--- src/svnv_pkg.sv ---
// ----------------------------------------------------------------------------
// svnv_pkg
// Character codes, character classes and the verdict word shared by the
// semantic-version name validator.
// ----------------------------------------------------------------------------
package svnv_pkg;

  localparam logic [7:0] CH_V     = 8'h76;  // 'v'
  localparam logic [7:0] CH_ZERO  = 8'h30;  // '0'
  localparam logic [7:0] CH_NINE  = 8'h39;  // '9'
  localparam logic [7:0] CH_DOT   = 8'h2E;  // '.'
  localparam logic [7:0] CH_DASH  = 8'h2D;  // '-'
  localparam logic [7:0] CH_PLUS  = 8'h2B;  // '+'
  localparam logic [7:0] CH_UP_A  = 8'h41;  // 'A'
  localparam logic [7:0] CH_UP_Z  = 8'h5A;  // 'Z'
  localparam logic [7:0] CH_LO_A  = 8'h61;  // 'a'
  localparam logic [7:0] CH_LO_Z  = 8'h7A;  // 'z'

  typedef struct packed {
    logic valid_res;
    logic prefixed_form;
  } verdict_t;

  typedef struct packed {
    logic       step;
    logic       last;
    logic [7:0] character;
  } step_t;

  function automatic logic char_is_digit(input logic [7:0] c);
    char_is_digit = (c >= CH_ZERO) && (c <= CH_NINE);
  endfunction

  function automatic logic char_is_ident(input logic [7:0] c);
    char_is_ident = char_is_digit(c) ||
                    ((c >= CH_UP_A) && (c <= CH_UP_Z)) ||
                    ((c >= CH_LO_A) && (c <= CH_LO_Z)) ||
                    (c == CH_DASH);
  endfunction

endpackage

--- src/svnv_if.sv ---
// ----------------------------------------------------------------------------
// svnv channel interfaces
// Valid/ready channels for name bytes and for verdict words.
// ----------------------------------------------------------------------------
interface svnv_in_if;
  logic       valid;
  logic       ready;
  logic [7:0] character;
  logic       last;

  modport source (output valid, output character, output last, input ready);
  modport sink   (input valid, input character, input last, output ready);
endinterface

interface svnv_out_if;
  logic valid;
  logic ready;
  logic valid_res;
  logic prefixed_form;

  modport source (output valid, output valid_res, output prefixed_form, input ready);
  modport sink   (input valid, input valid_res, input prefixed_form, output ready);
endinterface

--- src/svnv_parser.sv ---
// ----------------------------------------------------------------------------
// svnv_parser
// Name-parsing state machine: takes one registered byte per step, tracks the
// current part or identifier and gives the verdict on the final byte.
// ----------------------------------------------------------------------------
module svnv_parser (
  input  logic                clk,
  input  logic                rst_n,
  input  svnv_pkg::step_t     stp,
  output svnv_pkg::verdict_t  verdict
);

  typedef enum logic [3:0] {
    PH_START   = 4'd0,
    PH_VDIGITS = 4'd1,
    PH_MAJOR   = 4'd2,
    PH_MINOR   = 4'd3,
    PH_PATCH   = 4'd4,
    PH_PRE     = 4'd5,
    PH_BUILD   = 4'd6
  } phase_t;

  phase_t phase_r, phase_nxt, eff;
  logic   has_r, has_nxt;
  logic   lz_r, lz_nxt;
  logic   tlz_r, tlz_nxt;
  logic   alld_r, alld_nxt;
  logic   failed_r, failed_nxt;
  logic   dig, idc, skip, fin, fin_ok, ok;
  phase_t fin_ph;
  logic [7:0] c;

  assign c   = stp.character;
  assign dig = svnv_pkg::char_is_digit(c);
  assign idc = svnv_pkg::char_is_ident(c);

  always_comb begin
    phase_nxt  = phase_r;
    has_nxt    = has_r;
    lz_nxt     = lz_r;
    tlz_nxt    = tlz_r;
    alld_nxt   = alld_r;
    failed_nxt = failed_r;
    eff        = phase_r;
    skip       = 1'b0;
    fin        = 1'b0;
    fin_ok     = 1'b0;
    fin_ph     = phase_r;

    if (phase_r == PH_START) begin
      if (c == svnv_pkg::CH_V) begin
        phase_nxt = PH_VDIGITS;
        skip      = 1'b1;
      end else begin
        eff       = PH_MAJOR;
        phase_nxt = PH_MAJOR;
      end
    end

    if (!skip) begin
      case (eff)
        PH_VDIGITS: begin
          if (dig) has_nxt = 1'b1;
          else failed_nxt = 1'b1;
        end
        PH_MAJOR, PH_MINOR: begin
          if (c == svnv_pkg::CH_DOT) begin
            fin    = 1'b1;
            fin_ok = has_r && !tlz_r;
            fin_ph = (eff == PH_MAJOR) ? PH_MINOR : PH_PATCH;
          end else if (!dig) begin
            failed_nxt = 1'b1;
          end
        end
        PH_PATCH: begin
          if (c == svnv_pkg::CH_DASH || c == svnv_pkg::CH_PLUS) begin
            fin    = 1'b1;
            fin_ok = has_r && !tlz_r;
            fin_ph = (c == svnv_pkg::CH_DASH) ? PH_PRE : PH_BUILD;
          end else if (!dig) begin
            failed_nxt = 1'b1;
          end
        end
        PH_PRE: begin
          if (!idc && (c == svnv_pkg::CH_DOT || c == svnv_pkg::CH_PLUS)) begin
            fin    = 1'b1;
            fin_ok = has_r && !(alld_r && tlz_r);
            fin_ph = (c == svnv_pkg::CH_DOT) ? PH_PRE : PH_BUILD;
          end else if (!idc) begin
            failed_nxt = 1'b1;
          end
        end
        PH_BUILD: begin
          if (!idc && c == svnv_pkg::CH_DOT) begin
            fin    = 1'b1;
            fin_ok = has_r;
            fin_ph = PH_BUILD;
          end else if (!idc) begin
            failed_nxt = 1'b1;
          end
        end
        default: failed_nxt = 1'b1;
      endcase

      // take the byte into the current part
      if ((eff != PH_VDIGITS) && !fin &&
          (((eff == PH_PRE || eff == PH_BUILD) && idc) ||
           ((eff == PH_MAJOR || eff == PH_MINOR || eff == PH_PATCH) && dig))) begin
        if (!has_r) begin
          has_nxt = 1'b1;
          lz_nxt  = (c == svnv_pkg::CH_ZERO);
        end else if (lz_r) begin
          tlz_nxt = 1'b1;
        end
        if (!dig) alld_nxt = 1'b0;
      end

      if (fin) begin
        if (!fin_ok) failed_nxt = 1'b1;
        has_nxt   = 1'b0;
        lz_nxt    = 1'b0;
        tlz_nxt   = 1'b0;
        alld_nxt  = 1'b1;
        phase_nxt = fin_ph;
      end
    end
  end

  always_comb begin
    case (phase_nxt)
      PH_VDIGITS: ok = has_nxt;
      PH_PATCH:   ok = has_nxt && !tlz_nxt;
      PH_PRE:     ok = has_nxt && !(alld_nxt && tlz_nxt);
      PH_BUILD:   ok = has_nxt;
      default:    ok = 1'b0;
    endcase
    verdict.valid_res     = ok && !failed_nxt;
    verdict.prefixed_form = ok && !failed_nxt && (phase_nxt == PH_VDIGITS);
  end

  always_ff @(posedge clk) begin
    if (!rst_n || (stp.step && stp.last)) begin
      phase_r  <= PH_START;
      has_r    <= 1'b0;
      lz_r     <= 1'b0;
      tlz_r    <= 1'b0;
      alld_r   <= 1'b1;
      failed_r <= 1'b0;
    end else if (stp.step) begin
      phase_r  <= phase_nxt;
      has_r    <= has_nxt;
      lz_r     <= lz_nxt;
      tlz_r    <= tlz_nxt;
      alld_r   <= alld_nxt;
      failed_r <= failed_nxt;
    end
  end

  a_restart: assert property (@(posedge clk) disable iff (!rst_n)
    stp.step && stp.last |=> phase_r == PH_START && !failed_r && !has_r)
    else $error("parser did not return to start after final byte");

  a_fail_sticky: assert property (@(posedge clk) disable iff (!rst_n)
    stp.step && !stp.last && failed_r |=> failed_r)
    else $error("error flag dropped inside a name");

  a_prefixed: assert property (@(posedge clk) disable iff (!rst_n)
    verdict.prefixed_form |-> verdict.valid_res)
    else $error("prefixed form flagged on a rejected name");

endmodule

--- src/semver_name_validator_core.sv ---
// ----------------------------------------------------------------------------
// semver_name_validator_core
// Checks a byte stream of names against the 'v'+digits and semantic-version
// forms and gives one verdict word per name.
//
//   channel   dir  payload                       word
//   in_chan   in   character[7:0], last          one byte of a name
//   out_chan  out  valid_res, prefixed_form      verdict, one per name
//
// One byte per clock unless a held verdict stalls a final byte; input
// register, then parser, then result register: a verdict is offered once its
// final byte has passed the input register and the parser.
// Synchronous active-low reset clears both valid flags and the parser state.
// A held verdict stalls the stream only when the next final byte reaches the
// parser; other bytes keep flowing.
// ----------------------------------------------------------------------------
module semver_name_validator_core (
  input  logic              clk,
  input  logic              rst_n,
  svnv_in_if.sink           in_chan,
  svnv_out_if.source        out_chan
);

  logic                s1_v_r;
  logic [7:0]          s1_char_r;
  logic                s1_last_r;
  logic                out_v_r;
  svnv_pkg::verdict_t  out_r;
  svnv_pkg::verdict_t  verdict;
  svnv_pkg::step_t     stp;
  logic                out_free, s1_fire, in_acc;

  assign out_free      = !out_v_r || out_chan.ready;
  assign s1_fire       = s1_v_r && (!s1_last_r || out_free);
  assign in_chan.ready = !s1_v_r || s1_fire;
  assign in_acc        = in_chan.valid && in_chan.ready;

  assign stp.step      = s1_fire;
  assign stp.last      = s1_last_r;
  assign stp.character = s1_char_r;

  svnv_parser u_parser (
    .clk     (clk),
    .rst_n   (rst_n),
    .stp     (stp),
    .verdict (verdict)
  );

  always_ff @(posedge clk) begin
    if (!rst_n) begin
      s1_v_r  <= 1'b0;
      out_v_r <= 1'b0;
    end else begin
      if (in_chan.ready) s1_v_r <= in_chan.valid;
      if (s1_fire && s1_last_r) out_v_r <= 1'b1;
      else if (out_chan.ready) out_v_r <= 1'b0;
    end
  end

  always_ff @(posedge clk) begin
    if (in_acc) begin
      s1_char_r <= in_chan.character;
      s1_last_r <= in_chan.last;
    end
    if (s1_fire && s1_last_r) out_r <= verdict;
  end

  assign out_chan.valid         = out_v_r;
  assign out_chan.valid_res     = out_r.valid_res;
  assign out_chan.prefixed_form = out_r.prefixed_form;

  a_verdict_load: assert property (@(posedge clk) disable iff (!rst_n)
    s1_fire && s1_last_r |=> out_v_r)
    else $error("final byte processed without a verdict");

  a_no_overwrite: assert property (@(posedge clk) disable iff (!rst_n)
    s1_fire && s1_last_r |-> !out_v_r || out_chan.ready)
    else $error("verdict overwritten before it was taken");

  a_reset_clear: assert property (@(posedge clk)
    !rst_n |=> !out_v_r && !s1_v_r)
    else $error("registers not cleared by reset");

endmodule

--- src/flat_wrapper.sv ---
// flat-port wrapper written by rule: the top's interface ports become plain ports
module semver_name_validator_core_flat 
  (clk, rst_n, in_chan_valid, in_chan_character, in_chan_last, in_chan_ready, out_chan_valid, out_chan_valid_res, out_chan_prefixed_form, out_chan_ready);
  svnv_in_if in_chan_i ();
  svnv_out_if out_chan_i ();
  input  logic clk;
  input  logic rst_n;
  input wire logic [$bits(in_chan_i.valid)-1:0] in_chan_valid;
  input wire logic [$bits(in_chan_i.character)-1:0] in_chan_character;
  input wire logic [$bits(in_chan_i.last)-1:0] in_chan_last;
  output wire logic [$bits(in_chan_i.ready)-1:0] in_chan_ready;
  output wire logic [$bits(out_chan_i.valid)-1:0] out_chan_valid;
  output wire logic [$bits(out_chan_i.valid_res)-1:0] out_chan_valid_res;
  output wire logic [$bits(out_chan_i.prefixed_form)-1:0] out_chan_prefixed_form;
  input wire logic [$bits(out_chan_i.ready)-1:0] out_chan_ready;
  assign in_chan_i.valid = in_chan_valid;
  assign in_chan_i.character = in_chan_character;
  assign in_chan_i.last = in_chan_last;
  assign in_chan_ready = in_chan_i.ready;
  assign out_chan_valid = out_chan_i.valid;
  assign out_chan_valid_res = out_chan_i.valid_res;
  assign out_chan_prefixed_form = out_chan_i.prefixed_form;
  assign out_chan_i.ready = out_chan_ready;
  semver_name_validator_core u_core (.clk(clk), .rst_n(rst_n), .in_chan(in_chan_i), .out_chan(out_chan_i));
endmodule
--- config.mk ---
export PLATFORM = sky130hd
export DESIGN_NAME = semver_name_validator_core_flat
export DESIGN_NICKNAME = d
export VERILOG_FILES = /design/src/svnv_pkg.sv /design/src/svnv_if.sv /design/src/svnv_parser.sv /design/src/semver_name_validator_core.sv /design/src/flat_wrapper.sv
export SDC_FILE = /design/constraint.sdc
export NUM_CORES = 1
export LEC_CHECK = 0
export ABC_AREA = 0
export BUFFER_PORTS_ARGS = -buffer_cell sky130_fd_sc_hd__buf_4
export CORE_MARGIN = 2
export CORE_UTILIZATION = 45
export DETAILED_ROUTE_END_ITERATION = 16
export PLACE_DENSITY = 0.61
export RECOVER_POWER = 50
export SLEW_MARGIN = 25
export SYNTH_ARGS = -nofsm -noshare
export SYNTH_HDL_FRONTEND = slang
export SYNTH_HIERARCHICAL = 1
export SYNTH_SLANG_ARGS = --single-unit
export TNS_END_PERCENT = 30
--- constraint.sdc ---
create_clock -name clk -period 3 [get_ports clk]
set_clock_uncertainty 0.15 [all_clocks]
set_input_delay 0 -clock clk [delete_from_list [all_inputs] [get_ports clk]]
set_output_delay 0 -clock clk [all_outputs]
set_load 0.01 [all_outputs]
# After elaboration in Yosys (flattened, before gate mapping)
# Cells that the tools add are included.
# totals
wordCells,145
ff_bits,22
output_inout_bits,4
# op_classes
n_lt_le_gt_ge,6
mux,59
bitwise,1
eq_ne,17
n_reduce_logical,50
# ops
cell,count
$mux W1,41
$mux W4,9
$eq A8 B6 Y1 const B,4
$eq A4 B3 Y1 const B,6
$logic_and A1 B1 Y1,20
$ge A8 B7 Y1 const B,2
$le A8 B7 Y1 const B,2
$pmux W4 S4,1
$logic_or A1 B1 Y1,13
$logic_not A1 Y1,11
$eq A4 B1 Y1 const B,2
$eq A4 B2 Y1 const B,2
$eq A8 B7 Y1 const B,1
$ge A8 B6 Y1 const B,1
$le A8 B6 Y1 const B,1
$pmux W1 S4,2
$mux W2,3
$pmux W1 S5,1
$logic_not A4 Y1,1
$ne A4 B1 Y1 const B,1
$reduce_and A4 Y1,1
$reduce_bool A2 Y1,2
$reduce_or A2 Y1,2
$mux W3,1
3 further kinds,3

# Longest topological paths before layout
# logic_depth
depth_word,22
ltp_mapped,7
depth_no_buf,6

# Cells and area by module
# The synthesis kept the hierarchy.
# modules_own_cells
module,area_each_um2,cells_per_inst,n_inst
svnv_parser,1043.5,141,1
semver_name_validator_core,447.9,23,1

# Worst setup path before layout
# No wires, ideal clock.
# synth_timing
path_kind,register to register
from,register u_core.s1_char_r[6]
to,"register u_core.out_r (netlist bit u_core/out_chan.valid_res), data pin"
required_time_ns,2.574
synth_period_minus_slack_ns,2.373
n_path_buf,0
stages_incl_launch_ff,7
slack_ns,0.627
t_arrival_ns,1.947
path_cell_list,edfxtp_1 or3b_4 or3_4 a211o_4 and2_1 a31oi_1 a211oi_1
# synth_rtl
item,line_no,source
"start, declared",semver_name_validator_core.sv:25,logic [7:0] s1_char_r;
"start signal, assigned",semver_name_validator_core.sv:62,s1_char_r <= in_chan.character;
"end signal, assigned",semver_name_validator_core.sv:65,if (s1_fire && s1_last_r) out_r <= verdict;
"end, declared",semver_name_validator_core.sv:28,svnv_pkg::verdict_t out_r;

==> impl_metrics.tcl <==
set metrics [dict create \
    status "complete, no violations" \
    rsz0062_at_grt "no" \
    switching_power_uw 150 \
    antenna_found_initial 0 \
    synth_area_mm2 0.00149 \
    cp.required_ps 2920 \
    crit_type "register to register" \
    die_h_um 61.6 \
    cap_violations 0 \
    worstMarginPinSlew_ps 631 \
    grt_pass1_vias 1330 \
    clkPwrFrac_pct 35.5 \
    gr-total-overflow 0 \
    routabilityCongestion 0.865 \
    h-tree-depth 1 \
    p_total_uw 654 \
    yosysTopAreaCellShare_pct 22.1 \
    synth-seq-cells 22 \
    fin_area_mm2 0.00182 \
    pwr-share-seq_pct 52.8 \
    syn_inst 164 \
    worst_ep_arrival_time_ps 2470 \
    critPathCaptureType "register" \
    ys_warn_count 6 \
    clkLatencyLatePin_ps 320 \
    place_inst 219 \
    dieArea_mm2 0.00379 \
    internal_power_uw 504 \
    hold_viol 0 \
    dp_hpwl_um 2700 \
    ys.flop_type "edfxtp_1" \
    coreArea_mm2 0.00310 \
    min_path_type "input port to register" \
    setup_viol 0 \
    antenna_left 0 \
    netlist_top_cells_area "edfxtp_1 22%, dfxtp_1 15%, a21oi_1 3.7%" \
    vias 1450 \
    syn_nets 177 \
    swShare_pct 22.9 \
    synth_common_cells "14 x nand2_1, 11 x a21oi_1, 11 x dfxtp_1, 11 x edfxtp_1, 10 x nor2_1" \
    numCtsBuffers 3 \
    post-synth-top-area-cell "edfxtp_1" \
    area_growth_pct 21.9 \
    wl_per_cell_um 15.4 \
    vias_per_cell 6.12 \
    crit_fanout 10 \
    grt_max_degree 21 \
    cts.sinks 22 \
    antenna_cells 0 \
    slew-limit-headroom_pct 57.9 \
    dr.pass1.iters 6 \
    wirelength_um 3650 \
    fin_nets 207 \
    max-vdd-ir-drop_v 0.000262 \
    grt_util_all_layers_pct 22.5 \
    tritoncts "built" \
    hp-start "in_chan_character[2]" \
    start_kind "register" \
    grt_pass1_wl_um 6250 \
    r2r_start "u_core/s1_char_r[2]$_DFFE_PP_" \
    avgSynthCellArea_um2 9.09 \
    start_util_pct 48.1 \
    finalCriticalPeriod_ps 2550 \
    drc 0 \
    cts_buffer_depth 2 \
    place_area_mm2 0.00165 \
    power_frac_comb_pct 11.7 \
    die_width_um 61.6 \
    slew_viol_final 0 \
    path_clk_slew_ps 130 \
    pin_count 17 \
    num_rows 20 \
    crit_start "u_core/s1_char_r[2]$_DFFE_PP_" \
    setup_tns_ps 0 \
    synthMostInstantiatedCell "nand2_1" \
    ys_types 61 \
    drive_gt1_share_pct 15.5 \
    power_density_mw_per_mm2 360 \
    max_freq_mhz 392 \
    io_buffers 16 \
    synth_edf_count 11 \
    synth_async_sr_flop_share_pct 0 \
    instances_no_fill 237 \
    clock-root-buffer "clkbuf_4" \
    ys_seq_area_share_pct 36.9 \
    timing.final.crit_share_pct 85.1 \
    leakagePower_uw 0.000646 \
    initialDrtViolationCount 119 \
]
worst max-delay path, cell delays in order (launching register included):
cell and delay (ps):
edfxtp_1 540, or4_1 560, nor2_1 150, o32a_1 220
o21ai_0 120, a2111oi_0 450, a211oi_1 130
cell type report:
cell class	count	area [um2]
clock buffer	3	22.5
tap	44	55.1
sequential	22	551
clock inverter	1	30.0
inverter	4	15.0
timing repair buffer	32	264
fill	287	1280
multi-input combinational	131	881
sequential cells by signal, indices dropped and copies added (netlist names):
name,cells
u_core/out_chan.valid,1
u_core/u_parser/tlz_r,1
u_core/u_parser/lz_r,1
u_core/out_chan.valid_res,1
u_core/u_parser/alld_r,1
u_core/u_parser/has_r,1
u_core/u_parser/failed_r,1
u_core/s1_last_r,1
u_core/s1_char_r,8
u_core/s1_v_r,1
u_core/u_parser/phase_r,4
u_core/out_chan.prefixed_form,1
cell families (layout without fill, tap and decap cells):
kind of cell,Yosys count,in the layout,share of synthesized area (%)
AOI/OAI and AO/OA,55,55,27.3
xor gates and xnor gates,2,2,1.17
buffers and inverters,11,40,3.02
DFF,22,22,36.9
muxes,1,1,0.671
and+or+nand+nor,73,73,31.0
cells in the final DEF, fill, tap and decap left out, types with 2 or more instances in the layout:
cell / n
buf_4: 6
nand3b_1: 2
dfxtp_1: 11
a21boi_1: 2
o21ai_0: 6
dlygate4sd3_1: 14
a21boi_0: 2
or4_1: 2
inv_1: 4
o211a_1: 3
nand2_4: 2
nand4_1: 2
nor4_1: 2
nand2_1: 14
clkbuf_4: 12
nor3_1: 4
o211ai_1: 2
nor2_1: 10
and2_1: 2
edfxtp_1: 11
o22ai_1: 3
a21oi_1: 11
clkbuf_1: 3
nand2b_1: 5
nand3_1: 8
a31oi_1: 2
nor2b_1: 2
o31ai_1: 2
nor3b_1: 2
a211oi_1: 3
a311oi_1: 4
xor2_1: 2
nand4b_1: 3
metal layers:
metal / track usage [%] / up-vias / routed length, um
met5: 0 / - / 0
met4: 9.12 / 0 / 115
met3: 4.41 / 18 / 266
met2: 37.1 / 68 / 1750
met1: 28.8 / 661 / 1520
li1: - / 703 / -
repair_timing:
action	in CTS	in global routing
endpoints found under the hold margin	16	0
gates resized for setup	0	0
setup buffers	0	0
hold buffers	14	0
power by group through the flow:
stage	clock network, uW	registers [uW]	logic [uW]
detailed placement	0	353	63.6
global route	250	349	84.8
floorplan	0	343	47.1
CTS	237	346	77.7
finish	232	345	76.6
global placement	0	352	63.0
per-stage QoR:
step	hold slack, ps	setup WS [ps]	util, %
floorplan	-51.1	627	-
global placement	28.4	488	53.2
detailed placement	29.4	462	53.2
CTS	232	456	59.4
global route	255	293	58.6
finish	263	448	58.6
path summary, 6_finish.rpt:
path	end	slack, ps	cells past startpoint
max reg2reg	u_core/out_chan.valid_res$_DFFE_PP_	450	6
max	u_core/out_chan.valid_res$_DFFE_PP_	450	6
min	u_core/s1_char_r[2]$_DFFE_PP_	260	2
min reg2reg	u_core/u_parser/lz_r$_SDFFE_PP0P_	330	2
No activity file was read; power rests on OpenSTA's default activity.
